`config.mk`:
```
export PLATFORM = sky130hd
export DESIGN_NAME = ovn_div
export DESIGN_NICKNAME = d
export VERILOG_FILES = /design/src/hw/rtl/ovn_pkg.sv /design/src/hw/rtl/ovn_div.sv
export SDC_FILE = /design/constraint.sdc
export NUM_CORES = 1
export LEC_CHECK = 0
export BUFFER_PORTS_ARGS = -buffer_cell sky130_fd_sc_hd__buf_2
export CAP_MARGIN = 20
export CORE_MARGIN = 2
export CORE_UTILIZATION = 52
export DETAILED_ROUTE_END_ITERATION = 8
export PLACE_DENSITY_LB_ADDON = 0.1
export SETUP_SLACK_MARGIN = 0.2
export SLEW_MARGIN = 20
export SYNTH_ARGS = -nofsm -noshare
export SYNTH_HDL_FRONTEND = slang
export SYNTH_SLANG_ARGS = --single-unit
export TNS_END_PERCENT = 1
```
`constraint.sdc`:
```
create_clock -name i_clk -period 5.7 [get_ports i_clk]
set_input_delay 0.57 -clock i_clk [delete_from_list [all_inputs] [get_ports i_clk]]
set_output_delay 0.57 -clock i_clk [all_outputs]
set_load 0.01 [all_outputs]
```
`src/hw/rtl/ovn_pkg.sv`:
```
// ----------------------------------------------------------------------------
// ovn_pkg
// Types and constants shared by the octave value noise block.
// ----------------------------------------------------------------------------
package ovn_pkg;

    localparam int C_GRID_LOG2 = 6;
    localparam int C_COORD_W   = 6;
    localparam int C_ADDR_W    = 2 * C_GRID_LOG2;
    localparam int C_SEED_W    = 16;
    localparam int C_BIAS_W    = 16;
    localparam int C_WGT_W     = 24;
    localparam int C_ACC_W     = 43;
    localparam int C_WSUM_W    = 27;
    localparam int C_DIV_W     = 44;
    localparam int C_QUOT_W    = 24;
    localparam int C_STEP_W    = 5;
    localparam int C_MUL_A_W   = 25;
    localparam int C_MUL_B_W   = 18;
    localparam int C_PROD_W    = C_MUL_A_W + C_MUL_B_W;

    localparam logic [C_WGT_W-1:0] C_WGT_ONE = 24'h010000;
    localparam logic [C_WGT_W-1:0] C_WGT_MAX = 24'hFFFFFF;

    localparam logic C_MODE_WRITE = 1'b0;
    localparam logic C_MODE_QUERY = 1'b1;

    localparam logic C_REG_OCTAVES = 1'b0;
    localparam logic C_REG_BIAS    = 1'b1;

    typedef struct packed {
        logic                start;
        logic [C_DIV_W-1:0]  num;
        logic [C_DIV_W-1:0]  den;
        logic [C_STEP_W-1:0] steps;
    } t_div_req;

endpackage

```
`src/hw/rtl/ovn_div.sv`:
```
// ----------------------------------------------------------------------------
// ovn_div
// Restoring divider, one quotient bit per cycle. The divisor arrives already
// aligned to the top quotient bit.
// ----------------------------------------------------------------------------
module ovn_div (
    input  logic                         i_clk,
    input  logic                         i_rst_n,
    input  ovn_pkg::t_div_req            i_req,
    output logic [ovn_pkg::C_QUOT_W-1:0] o_quot,
    output logic                         o_done
);
    import ovn_pkg::*;

    logic                r_busy;
    logic [C_STEP_W-1:0] r_cnt;
    logic [C_DIV_W-1:0]  r_rem;
    logic [C_DIV_W-1:0]  r_den;
    logic                w_ge;

    assign w_ge = (r_rem >= r_den);

    always_ff @(posedge i_clk) begin
        if (!i_rst_n) begin
            r_busy <= 1'b0;
            r_cnt  <= '0;
            o_done <= 1'b0;
        end else begin
            o_done <= 1'b0;
            if (i_req.start) begin
                r_busy <= 1'b1;
                r_cnt  <= i_req.steps;
            end else if (r_busy) begin
                r_cnt <= r_cnt - 1'b1;
                if (r_cnt == C_STEP_W'(1)) begin
                    r_busy <= 1'b0;
                    o_done <= 1'b1;
                end
            end
        end
    end

    always_ff @(posedge i_clk) begin
        if (i_req.start) begin
            r_rem  <= i_req.num;
            r_den  <= i_req.den;
            o_quot <= '0;
        end else if (r_busy) begin
            if (w_ge) begin
                r_rem <= r_rem - r_den;
            end
            o_quot <= {o_quot[C_QUOT_W-2:0], w_ge};
            r_den  <= r_den >> 1;
        end
    end

endmodule

```
==> impl_metrics.toml <==
[status]
status = "finished clean"

[cts]
cts.path.max_buffers = 2
cts_htree_levels = 4
clkLatencyLatePin_ns = 0.43
root_buffer = "clkbuf_16"
clk_pin_slew_ns = 0.06
numCtsBuffers = 17
cts_tree = "built"
clock-sinks = 119
post_cts_buffers = 0
cts.repair.resized = 0
cts_hold_buffers = 0

[floorplanning]
start_util = 0.525
dieArea_sq_um = 16200
die_x_um = 127
io_pins = 121
core_area_sq_um = 15000
dieHeight_um = 127
rows = 45

[setup_path]
slowest_delay_ns = 0.70
crit_family = "compound AO/OA/AOI/OAI gates"
worstPathRequired_ns = 5.80
path_buf_inv = 1
cp_max_fo = 24
crit_path_end_kind = "flop"
path_cells = "ha_1, nand4_1, nor4_2, a21boi_2, o31ai_1, o221ai_1, a31oi_1, o21ai_4, buf_4"
cp_slowest_cell = "o21ai_4"
worst_setup_path_start_kind = "flop"
crit_type = "reg2reg"
cp.arrival_ns = 3.73

[cells_and_area]
fin_area_sq_um = 9140
multi_input_area_sq_um = 4170
final_nets = 1127
diodes = 0
register_area_sq_um = 3260
utilization = 0.608
fillers = 1383
area_growth_pct = 15.8
fin_cells = 1185
layout-drive-gt1-share = 0.192

[detailed_routing]
avgViaCountPerCell = 5.62
drt_iter0_markers = 496
drc = 0
vias = 6658
ant_nets = 0
routed_wl_um = 19100
firstDrtPassIters = 5
wl_per_cell_um = 16.1

[global_routing]
grt_pass1_vias = 6288
antenna_found_initial = 0
grt-ovfl-total = 0
grt_max_degree = 115
grt_pass1_wl_um = 31000
grtUsageTotal = 0.243

[place]
place.gp.congestion = 0.910
hpwl_um = 13900
placed_area_sq_um = 8530
dp_slack_ns = 2.00
dp_cells = 1152
portBuffers = 120

[timing]
hold_viol = 0
final-max-slew-violation-count = 0
finalWorstSetupSlack_ns = 2.07
max_slew.worst_pin.slew_ns = 0.845
rsz0062_at_grt = "no"
finalSetupTns_ns = 0
clock_skew_ns = 0.00823
timing.final.crit_period_ns = 3.63
maxSlewHeadroom = 0.435
setup_violations = 0
period_share = 0.637
timing.hold.ws_ns = 0.392
max_clock_freq_ghz = 0.275

[synthesis]
yosysSeqAreaShare = 0.414
synth_area_sq_um = 7890
synthArstFlopShare = 0
synth_area_leaders = "edfxtp_1 33%, dfxtp_1 7.9%, ha_1 7.3%"
yosys_warnings = 0
synth-main-ff-cell = "edfxtp_1"
yosys.area.top_type = "edfxtp_1"
syn-num-nets = 1030
syn_inst = 887
ys_top_cells_by_count = "124 x nand2_1, 102 x o21ai_0, 88 x edfxtp_1"
synth_edf_count = 88
synth_cell_types = 82
yosysTopAreaCellShare = 0.335
avgSynthCellArea_sq_um = 8.90
ys_ff_latch = 119
yosysMostFrequentCell = "nand2_1"

[worst_hold_path]
hold_path_class = "in2reg"

[pwr]
cellPowerDensity_nw_per_um2 = 395
p_leak_nw = 3.95
max-vdd-ir-drop_mv = 0.213
total_power_mw = 3.61

[flow_run]
drv_cap = 0
-- where the power goes --
group / switching, mW / internal, mW / total (mW)
clock network: 0.420 / 0.621 / 1.04
registers: 0.0400 / 1.10 / 1.14
logic: 0.881 / 0.544 / 1.42
-- metal layers --
layer	GRT usage	wire, um
met1	0.331	9050
met2	0.377	8530
met3	0.0616	1160
met4	0.0866	380
met5	0	0
-- final timing paths --
check        cells past startpoint         end  slack, ns  startpoint
max                              9   r_rem[26]       2.07   r_rem[14]
min reg2reg                      2  o_quot[23]       0.49  o_quot[23]
min                              2    r_cnt[3]       0.39    i_req[3]
max reg2reg                      9   r_rem[26]       2.07   r_rem[14]
-- cell usage in the layout (no fill, tap or decap), types with 4 or more instances in the layout --
cell and instances:
o31ai_1 6, xor2_1 14, inv_1 63, a211oi_1 4
nor3_1 17, nor3b_1 5, nor2b_1 7, clkbuf_16 18
nand4_1 17, a21boi_0 4, nor4_1 6, inv_4 4
mux2i_1 24, o21a_1 10, o21bai_1 7, o21ai_0 101
nand3_1 19, xnor2_1 13, a21o_1 18, edfxtp_1 88
dfxtp_1 31, ha_1 46, and3_1 5, and2_1 10
nor2_1 61, and4_1 4, o211ai_1 4, a31oi_1 7
buf_2 119, nand2_1 123, a21oi_1 56, a311oi_1 5
-- flip-flops by register name, indices dropped and copies added (netlist names) --
register	flops
r_cnt	5
r_den	44
o_done	1
o_quot	24
r_rem	44
r_busy	1
-- cells by family (layout without fill, tap and decap cells) --
kind of cell / after synthesis / count (layout) / synth area share
adder cells (fa/ha/maj): 47 / 47 / 0.0755
flip-flops: 119 / 119 / 0.414
AND/OR/NAND/NOR: 295 / 295 / 0.177
multiplexers: 26 / 26 / 0.0333
buffers and inverters: 109 / 219 / 0.0604
XOR/XNOR: 27 / 27 / 0.0300
AO/OA/AOI/OAI: 264 / 264 / 0.210
-- worst register-to-register path, cell delays in order, from the launching register on --
cell and delay, ns:
edfxtp_1 0.36, ha_1 0.44, nand4_1 0.23, nor4_2 0.34, a21boi_2 0.26, o31ai_1 0.11
o221ai_1 0.22, a31oi_1 0.18, o21ai_4 0.70, buf_4 0.46
-- layout make-up --
cell class / count / area share
repair buffers: 124 / 0.0719
flip-flops and latches: 119 / 0.357
inverters: 63 / 0.0259
clock buffers: 21 / 0.0538
well taps: 188 / 0.0257
clock inverters: 11 / 0.00904
multi-input cells: 659 / 0.456
(Power assumes the default switching activity.)
