### config.mk
export PLATFORM = sky130hd
export DESIGN_NAME = ovn_mul
export DESIGN_NICKNAME = d
export VERILOG_FILES = /design/src/hw/rtl/ovn_pkg.sv /design/src/hw/rtl/ovn_mul.sv
export SDC_FILE = /design/constraint.sdc
export NUM_CORES = 1
export LEC_CHECK = 0
export CAP_MARGIN = 20
export CORE_MARGIN = 5
export CORE_UTILIZATION = 50
export CTS_BUF_LIST = sky130_fd_sc_hd__clkbuf_8
export DETAILED_ROUTE_END_ITERATION = 12
export DONT_BUFFER_PORTS = 1
export GPL_TIMING_DRIVEN = 0
export SYNTH_ARGS = -nofsm -noshare
export SYNTH_HDL_FRONTEND = slang
export SYNTH_SLANG_ARGS = --single-unit
### constraint.sdc
create_clock -name i_clk -period 7.2 [get_ports i_clk]
set_input_delay 0.72 -clock i_clk [delete_from_list [all_inputs] [get_ports i_clk]]
set_output_delay 0.72 -clock i_clk [all_outputs]
set_load 0.03 [all_outputs]
### src/hw/rtl/ovn_pkg.sv
// ----------------------------------------------------------------------------
// ovn_pkg
// Types and constants shared by the octave value noise block.
// ----------------------------------------------------------------------------
package ovn_pkg;

    localparam int C_GRID_LOG2 = 6;
    localparam int C_COORD_W   = 6;
    localparam int C_ADDR_W    = 2 * C_GRID_LOG2;
    localparam int C_SEED_W    = 16;
    localparam int C_BIAS_W    = 16;
    localparam int C_WGT_W     = 24;
    localparam int C_ACC_W     = 43;
    localparam int C_WSUM_W    = 27;
    localparam int C_DIV_W     = 44;
    localparam int C_QUOT_W    = 24;
    localparam int C_STEP_W    = 5;
    localparam int C_MUL_A_W   = 25;
    localparam int C_MUL_B_W   = 18;
    localparam int C_PROD_W    = C_MUL_A_W + C_MUL_B_W;

    localparam logic [C_WGT_W-1:0] C_WGT_ONE = 24'h010000;
    localparam logic [C_WGT_W-1:0] C_WGT_MAX = 24'hFFFFFF;

    localparam logic C_MODE_WRITE = 1'b0;
    localparam logic C_MODE_QUERY = 1'b1;

    localparam logic C_REG_OCTAVES = 1'b0;
    localparam logic C_REG_BIAS    = 1'b1;

    typedef struct packed {
        logic                start;
        logic [C_DIV_W-1:0]  num;
        logic [C_DIV_W-1:0]  den;
        logic [C_STEP_W-1:0] steps;
    } t_div_req;

endpackage

### src/hw/rtl/ovn_mul.sv
// ----------------------------------------------------------------------------
// ovn_mul
// Shared signed multiplier with a registered product.
// ----------------------------------------------------------------------------
module ovn_mul (
    input  logic                                i_clk,
    input  logic signed [ovn_pkg::C_MUL_A_W-1:0] i_a,
    input  logic signed [ovn_pkg::C_MUL_B_W-1:0] i_b,
    output logic signed [ovn_pkg::C_PROD_W-1:0]  o_prod
);
    import ovn_pkg::*;

    always_ff @(posedge i_clk) begin
        o_prod <= C_PROD_W'(i_a) * C_PROD_W'(i_b);
    end

endmodule

==> results of run 1 <==
per-layer routing:
layer | wire length (microns) | track usage | up-vias
met1 | 18100 | 0.327 | 6243
met4 | 2190 | 0.111 | 2
met3 | 2710 | 0.0367 | 95
met5 | 20 | 0 | -
met2 | 23100 | 0.439 | 378
li1 | - | - | 5370
cell families after synthesis:
group / count (synthesis)
AO/OA/AOI/OAI: 122
buffers and inverters: 586
adder cells (fa/ha/maj): 548
flip-flops: 43
XOR/XNOR: 35
AND/OR/NAND/NOR: 529
timing repair:
item | CTS | global route
cloned | 0 | 0
pin swaps | 2 | 1
gates resized for setup | 15 | 33
setup buffers | 1 | 2
setup endpoints to repair | 7 | 7
cell usage after synthesis (all sizes together):
library cell	instances	area, sq um
and3	1	6.26
a21o	11	82.6
nand4	4	25.0
nor3	7	35.0
ha	107	1340
a2111oi	3	27.5
o311ai	4	35.0
a41o	1	10.0
a221oi	3	32.5
a21boi	4	30.0
or4	2	15.0
o41ai	1	8.76
nor2b	6	37.5
nand2b	11	68.8
nand2	277	1040
a31oi	5	31.3
xor2	4	35.0
xnor2	31	272
buf	1	3.75
clkbuf	70	263
and2	167	1040
inv	515	1930
o21ai	25	129
or2	2	12.5
and4	1	8.76
o211ai	3	22.5
o31ai	3	36.3
a211oi	9	77.6
nand3	5	25.0
o21bai	5	37.5
a2111o	1	11.3
o21a	6	45.0
o31a	1	8.76
fa	441	8830
a311oi	1	8.76
o2111ai	2	23.8
dfxtp	43	861
a21oi	31	155
a31o	1	8.76
o311a	2	20.0
nor2	46	173
layout make-up:
| class | count | area (sq um) |
|---|---|---|
| Fill cell | 3172 | 15800 |
| Multi-Input combinational cell | 1234 | 13800 |
| Inverter | 515 | 1930 |
| Sequential cell | 43 | 861 |
| Tap cell | 448 | 561 |
| Buffer | 71 | 302 |
| Clock buffer | 5 | 68.8 |
| Clock inverter | 3 | 47.5 |
| Timing Repair Buffer | 3 | 35.0 |
metrics by stage:
| stage | setup slack [ns] | cell area [sq um] | std cells |
|---|---|---|---|
| 2_1_floorplan | 0.715 | 16900 | 1863 |
| 3_3_place_gp | -0.646 | 17400 | 2311 |
| 3_5_place_dp | -0.732 | 17400 | 2311 |
| 4_1_cts | 0.00665 | 17600 | 2320 |
| 5_1_grt | 0.0375 | 17600 | 2322 |
| 6_report | 0.280 | 17600 | 2322 |
worst min path at each step:
stage               startpoint           endpoint  slack, ns  cells past startpoint
global placement        i_b[0]  o_prod[0]$_DFF_P_       0.86                      1
finish                  i_b[0]  o_prod[0]$_DFF_P_       0.47                      1
global route            i_b[0]  o_prod[0]$_DFF_P_       0.46                      1
floorplan               i_b[0]  o_prod[0]$_DFF_P_       0.84                      1
detailed placement      i_b[0]  o_prod[0]$_DFF_P_       0.87                      1
CTS                     i_b[0]  o_prod[0]$_DFF_P_       0.45                      1
critical path: stages:
cell and delay, ns:
clkbuf_2 0.23, clkbuf_2 0.35, nand2_1 0.13, fa_1 0.58
inv_1 0.06, fa_1 0.48, fa_1 0.60, fa_1 0.44
fa_1 0.50, inv_1 0.05, fa_1 0.57, inv_1 0.06
ha_1 0.34, a21o_1 0.18, a21o_1 0.17, a21oi_1 0.18
o21ai_0 0.28, a21oi_1 0.53, a21oi_1 0.23, o21a_1 0.26
o311ai_1 0.26
==> flow_metrics.env, run 1 <==
export IMPL_final_layout_size_suffix_gt1_frac=0.0272
export IMPL_maxCapViolCount=0
export IMPL_regMostFlops="o_prod"
export IMPL_finalSetupViolCount=0
export IMPL_grt_pass1_wl_mm=73.9
export IMPL_status="finished clean"
export IMPL_grt_usage=0.256
export IMPL_root_buffer="clkbuf_8"
export IMPL_layout_commonest_cell="inv_1"
export IMPL_arrival_ns=7.21
export IMPL_port_buffers=0
export IMPL_start_util=0.504
export IMPL_ant_nets=0
export IMPL_path_clk_slew_ns=0.10
export IMPL_vias=12100
export IMPL_die_h_microns=194
export IMPL_final_cell_mix="inv_1 (515), fa_1 (440), nand2_1 (277)"
export IMPL_wl_per_cell_microns=19.9
export IMPL_ys_seq_elements=43
export IMPL_layout_min_cycle_time_ns=6.92
export IMPL_coreArea_sq_mm=0.0334
export IMPL_cts_buffer_depth=2
export IMPL_max_freq_ghz=0.145
export IMPL_synth_cells=1863
export IMPL_grt_overflow_total=0
export IMPL_synth_top_family_by_area="adder cells"
export IMPL_firstDrtPassIters=5
export IMPL_grt_pass1_vias=13200
export IMPL_relSlewSlack=0.464
export IMPL_setup_worst_path_end_class="flip-flop"
export IMPL_area_growth_pct=4.53
export IMPL_hold_viol=0
export IMPL_worstSetupStartpoint="i_a[9]"
export IMPL_endpoint="o_prod[41]$_DFF_P_"
export IMPL_start_kind="input pin"
export IMPL_largest_reg_flops=43
export IMPL_drt_iter0_markers=630
export IMPL_synth_simple_area_share=0.148
export IMPL_hpwl_mm=40.2
export IMPL_dieArea_sq_mm=0.0375
export IMPL_criticalPathCategory="input pin to flip-flop"
export IMPL_tightest_slew_ns=0.804
export IMPL_drc=0
export IMPL_worstPathRequired_ns=7.49
export IMPL_wirelength_mm=46.2
export IMPL_vias_per_cell=5.21
export IMPL_final_util=0.527
export IMPL_timing_setup_tns_ns=0
export IMPL_synthesis_nets=2455
export IMPL_cts_buffers=5
export IMPL_fp_dieW_microns=194
export IMPL_synth_cell_types=49
export IMPL_synth_compound_area_frac=0.0499
export IMPL_synthesis_area_sq_mm=0.0169
export IMPL_fin_crit_sh=0.961
export IMPL_pin_count=87
export IMPL_nNetsFinal=2465
export IMPL_path_max_fanout=10
export IMPL_yosys_warnings=0
export IMPL_gp_congestion=0.997
export IMPL_synthMuxAreaShare=0
export IMPL_synth_xor_area_frac=0.0182
export IMPL_placementRows=67
export IMPL_grt_max_degree=16
export IMPL_htreeDepth=2
export IMPL_synth_fa_ha_area_frac=0.603
export IMPL_cts_sinks=43
export IMPL_hold_ws_ns=0.471
export IMPL_synth_area_per_cell_sq_um=9.05
export IMPL_antennaDiodeCount=0
export IMPL_biggestRegsByFlops="o_prod: 43 flops"
export IMPL_drv_slew=0
export IMPL_min_path_type="input pin to flip-flop"
export IMPL_cts_tree="done"
export IMPL_antenna_found_initial=1
export IMPL_rsz0062_at_grt="false"
export IMPL_ys_seq_area_frac=0.0510
export IMPL_hold_buffers=0
Power of run 1 is not shown: default switching activity piles up to over one toggle a cycle in this logic, so the estimate is an artifact.
==> run 2, diff against run 1 <==
--- a/config.mk
+++ b/config.mk
@@ -7,5 +7,6 @@
 export LEC_CHECK = 0
 export CAP_MARGIN = 20
-export CORE_MARGIN = 5
+export CORE_ASPECT_RATIO = 1.2
+export CORE_MARGIN = 2
 export CORE_UTILIZATION = 50
 export CTS_BUF_LIST = sky130_fd_sc_hd__clkbuf_8
==> constraint.sdc (replaced) <==
create_clock -name i_clk -period 7.2 [get_ports i_clk]
set_input_delay 0.36 -clock i_clk [delete_from_list [all_inputs] [get_ports i_clk]]
set_output_delay 0.36 -clock i_clk [all_outputs]
set_load 0.03 [all_outputs]
==> run 2 against run 1 <==
Net effect:
- critical path depth did not move
- flip-flop and latch count is the same
- hold slack lost 0.34 ns
- routed wire length up 4.5%
- utilization increased by 0.30 points
==> flow_metrics.env, run 2 (synthesis gave the netlist of run 1 again) <==
export IMPL_status="finished clean"
export IMPL_seq_area_sq_um=861
export IMPL_hold_buffers=0
export IMPL_multiInputGateArea_sq_mm=0.0138
export IMPL_htreeDepth=2
export IMPL_regMostFlops="o_prod"
export IMPL_min_path_type="input pin to flip-flop"
export IMPL_vias_per_cell=5.24
export IMPL_relSlewSlack=0.407
export IMPL_wirelength_mm=48.3
export IMPL_cts_buffers=5
export IMPL_global_route_usage_met2=0.532
export IMPL_die_h_microns=205
export IMPL_cts_sinks=43
export IMPL_hold_viol=0
export IMPL_fin_ws_ns=0.325
export IMPL_rsz0062_at_grt="false"
export IMPL_grt_usage=0.296
export IMPL_cts_tree="done"
export IMPL_dieArea_sq_mm=0.0352
export IMPL_setup_worst_path_end_class="flip-flop"
export IMPL_grt_overflow_total=0
export IMPL_fp_dieW_microns=172
export IMPL_grt_use_met1=0.331
export IMPL_final_util=0.530
export IMPL_grt_pass1_wl_mm=75.9
export IMPL_start_kind="input pin"
export IMPL_timing_setup_tns_ns=0
export IMPL_tightest_slew_ns=0.889
export IMPL_placementRows=73
export IMPL_dp_worst_setup_slack_ns=-0.576
export IMPL_final_cell_mix="inv_1 (515), fa_1 (441), nand2_1 (277)"
export IMPL_start_util=0.509
export IMPL_path_max_fanout=10
export IMPL_antenna_found_initial=1
export IMPL_worstPathRequired_ns=7.42
export IMPL_drc=0
export IMPL_maxCapViolCount=0
export IMPL_pin_count=87
export IMPL_grt_max_degree=16
export IMPL_layout_min_cycle_time_ns=6.88
export IMPL_wl_per_cell_microns=20.8
export IMPL_fin_crit_sh=0.955
export IMPL_path_clk_slew_ns=0.09
export IMPL_grt_pass1_vias=13600
export IMPL_port_buffers=0
export IMPL_root_buffer="clkbuf_8"
export IMPL_gp_congestion=0.969
export IMPL_cts_buffer_depth=2
export IMPL_biggestRegsByFlops="o_prod: 43 flops"
export IMPL_final_layout_size_suffix_gt1_frac=0.0192
export IMPL_drt_iter0_markers=680
export IMPL_firstDrtPassIters=5
export IMPL_finalSetupViolCount=0
export IMPL_drv_slew=0
export IMPL_layout_commonest_cell="inv_1"
export IMPL_vias=12200
export IMPL_area_growth_pct=4.21
export IMPL_max_freq_ghz=0.145
export IMPL_met3_usage=0.0375
export IMPL_largest_reg_flops=43
export IMPL_hpwl_mm=41.0
export IMPL_nNetsFinal=2462
export IMPL_ant_nets=0
export IMPL_fillers=3171
export IMPL_arrival_ns=7.10
export IMPL_coreArea_sq_mm=0.0332
export IMPL_top_usage_layer="met2"
export IMPL_criticalPathCategory="input pin to flip-flop"
[run 2: critical path, cell delays in order]
cell and delay [ns]:
clkbuf_2 0.26, clkbuf_2 0.37, nand2_1 0.14, fa_1 0.60
fa_1 0.51, inv_1 0.05, fa_1 0.49, inv_1 0.05
fa_1 0.55, fa_1 0.43, fa_1 0.68, inv_1 0.09
ha_1 0.37, a21o_1 0.22, a221oi_2 0.29, a2111oi_0 0.15
a31o_1 0.31, o31ai_4 0.46, o311ai_1 0.21, a2111oi_1 0.41
a311oi_1 0.09
[run 2: worst paths after layout]
path,start,depth (start not counted),slack [ns],to
worst max-delay path,i_a[11],21,0.32,o_prod[42]$_DFF_P_
worst min-delay path,i_b[0],1,0.13,o_prod[0]$_DFF_P_
[run 2: layout make-up]
class | count | area share
flip-flops and latches | 43 | 0.0490
multi-input cells | 1234 | 0.786
well taps | 450 | 0.0320
plain buffers | 71 | 0.0165
inverters | 515 | 0.110
diodes | 1 | 0.000142
clock inverters | 3 | 0.00270
clock buffers | 5 | 0.00391
[run 2: per-layer routing]
layer  part of all wire  up-vias  wire (microns)
met5                  0        -               0
met4              0.073        0            3530
met3              0.056      137            2710
met2               0.52      397           25200
met1               0.35     6276           16900
li1                   -     5364               -
[run 2: timing repair]
item | CTS | global route
gates resized for setup | 6 | 29
setup endpoints to repair | 5 | 4
buffers inserted | 0 | 0
cloned | 0 | 0
endpoints found under the hold margin | 0 | 0
[run 2: metrics by stage]
step | cell area [sq um] | hold slack, ns | std cells
detailed placement | 17400 | 0.493 | 2313
global placement | 17400 | 0.490 | 2313
floorplan | 16900 | 0.482 | 1863
global route | 17600 | 0.117 | 2321
CTS | 17600 | 0.115 | 2321
finish | 17600 | 0.129 | 2322
Power of run 2 is left out for the same reason.
==> run 3, diff against run 2 <==
clock period = 8.5 ns   (was 7.2 ns; I/O delays follow)
==> run 3 against run 2 <==
Net effect:
- routed wire length rose by 0.23%
- flip-flop and latch count did not move
- global-route usage barely moved
- count of clock-buffer cells in the layout unchanged
- via count about the same
- non-clock buffer count did not move
- first-iteration DRC count grew 13%
- die area unchanged
==> flow_metrics.env, run 3 (synthesis gave the netlist of run 1 again) <==
export IMPL_status="finished clean"
export IMPL_fin_crit_sh=0.877
export IMPL_hold_buffers=0
export IMPL_htreeDepth=2
export IMPL_wirelength_mm=48.4
export IMPL_hold_viol=0
export IMPL_cts_sinks=43
export IMPL_nNetsFinal=2462
export IMPL_pin_count=87
export IMPL_met3_length_mm=2.73
export IMPL_wl_met2_mm=25.3
export IMPL_grt_usage=0.296
export IMPL_criticalPathCategory="input pin to flip-flop"
export IMPL_firstDrtPassIters=5
export IMPL_regMostFlops="o_prod"
export IMPL_largest_reg_flops=43
export IMPL_max_freq_ghz=0.134
export IMPL_wl_per_cell_microns=20.9
export IMPL_setup_worst_path_end_class="flip-flop"
export IMPL_min_path_type="input pin to flip-flop"
export IMPL_final_util=0.529
export IMPL_grt_max_degree=16
export IMPL_final_layout_size_suffix_gt1_frac=0.00855
export IMPL_drc=0
export IMPL_start_util=0.509
export IMPL_fp_dieW_microns=172
export IMPL_start_kind="input pin"
export IMPL_timing_setup_tns_ns=0
export IMPL_m1WireLength_mm=16.8
export IMPL_fin_ws_ns=1.05
export IMPL_path_clk_slew_ns=0.09
export IMPL_drv_slew=0
export IMPL_placementRows=73
export IMPL_finalSetupViolCount=0
export IMPL_routed_top_layer="met4"
export IMPL_die_h_microns=205
export IMPL_arrival_ns=7.68
export IMPL_antennaDiodeCount=0
export IMPL_cts_buffer_depth=2
export IMPL_hpwl_mm=41.0
export IMPL_gp_congestion=0.969
export IMPL_tightest_slew_ns=0.992
export IMPL_maxCapViolCount=0
export IMPL_vias=12200
export IMPL_cts_buffers=5
export IMPL_rsz0062_at_grt="false"
export IMPL_layout_commonest_cell="inv_1"
export IMPL_cts_tree="done"
export IMPL_port_buffers=0
export IMPL_dieArea_sq_mm=0.0352
export IMPL_cts_resized=0
export IMPL_path_max_fanout=10
export IMPL_area_growth_pct=4.03
export IMPL_root_buffer="clkbuf_8"
export IMPL_grt_overflow_total=0
export IMPL_layout_min_cycle_time_ns=7.45
export IMPL_antenna_found_initial=1
export IMPL_biggestRegsByFlops="o_prod: 43 flops"
export IMPL_final_cell_mix="inv_1 (515), fa_1 (441), nand2_1 (277)"
export IMPL_drt_iter0_markers=765
export IMPL_relSlewSlack=0.332
export IMPL_dp_worst_setup_slack_ns=0.659
export IMPL_vias_per_cell=5.25
export IMPL_post_cts_buffers=0
export IMPL_ant_nets=0
export IMPL_grt_pass1_vias=13600
export IMPL_grt_pass1_wl_mm=75.8
export IMPL_coreArea_sq_mm=0.0332
export IMPL_worstPathRequired_ns=8.73
==> run 3: layout make-up <==
type / instances / area (sq um)
Inverter: 515 / 1930
Tap cell: 450 / 563
Multi-Input combinational cell: 1234 / 13800
Sequential cell: 43 / 861
Fill cell: 3176 / 15600
Clock buffer: 5 / 68.8
Buffer: 71 / 267
Clock inverter: 3 / 47.5
==> run 3: final timing paths <==
check                 cells after the start  slack (ns)  startpoint            endpoint
worst max-delay path                     19        1.05     i_a[11]  o_prod[41]$_DFF_P_
worst min-delay path                      1        0.19      i_b[0]   o_prod[0]$_DFF_P_
==> run 3: worst max-delay path, cell delays in order <==
cell	delay (ns)
clkbuf_1	0.47
clkbuf_1	0.59
nand2_1	0.15
fa_1	0.55
fa_1	0.55
inv_1	0.05
fa_1	0.49
inv_1	0.05
fa_1	0.57
fa_1	0.43
fa_1	0.49
inv_1	0.04
ha_1	0.55
nand4_1	0.20
o21ai_0	0.81
o211ai_1	0.49
a21oi_1	0.42
o21a_1	0.22
o311ai_1	0.10
==> run 3: metrics by stage <==
step	hold slack, ns	instances	cell area [sq um]
floorplan	0.547	1863	16900
global placement	0.555	2313	17400
detailed placement	0.558	2313	17400
CTS	0.180	2321	17500
global route	0.182	2321	17500
finish	0.194	2321	17500
==> run 3: layer usage <==
metal	vias up	global-route usage
met5	-	0
met4	0	0.185
met3	138	0.0367
met2	411	0.533
met1	6277	0.332
li1	5358	-
Power of run 3 is left out for the same reason.
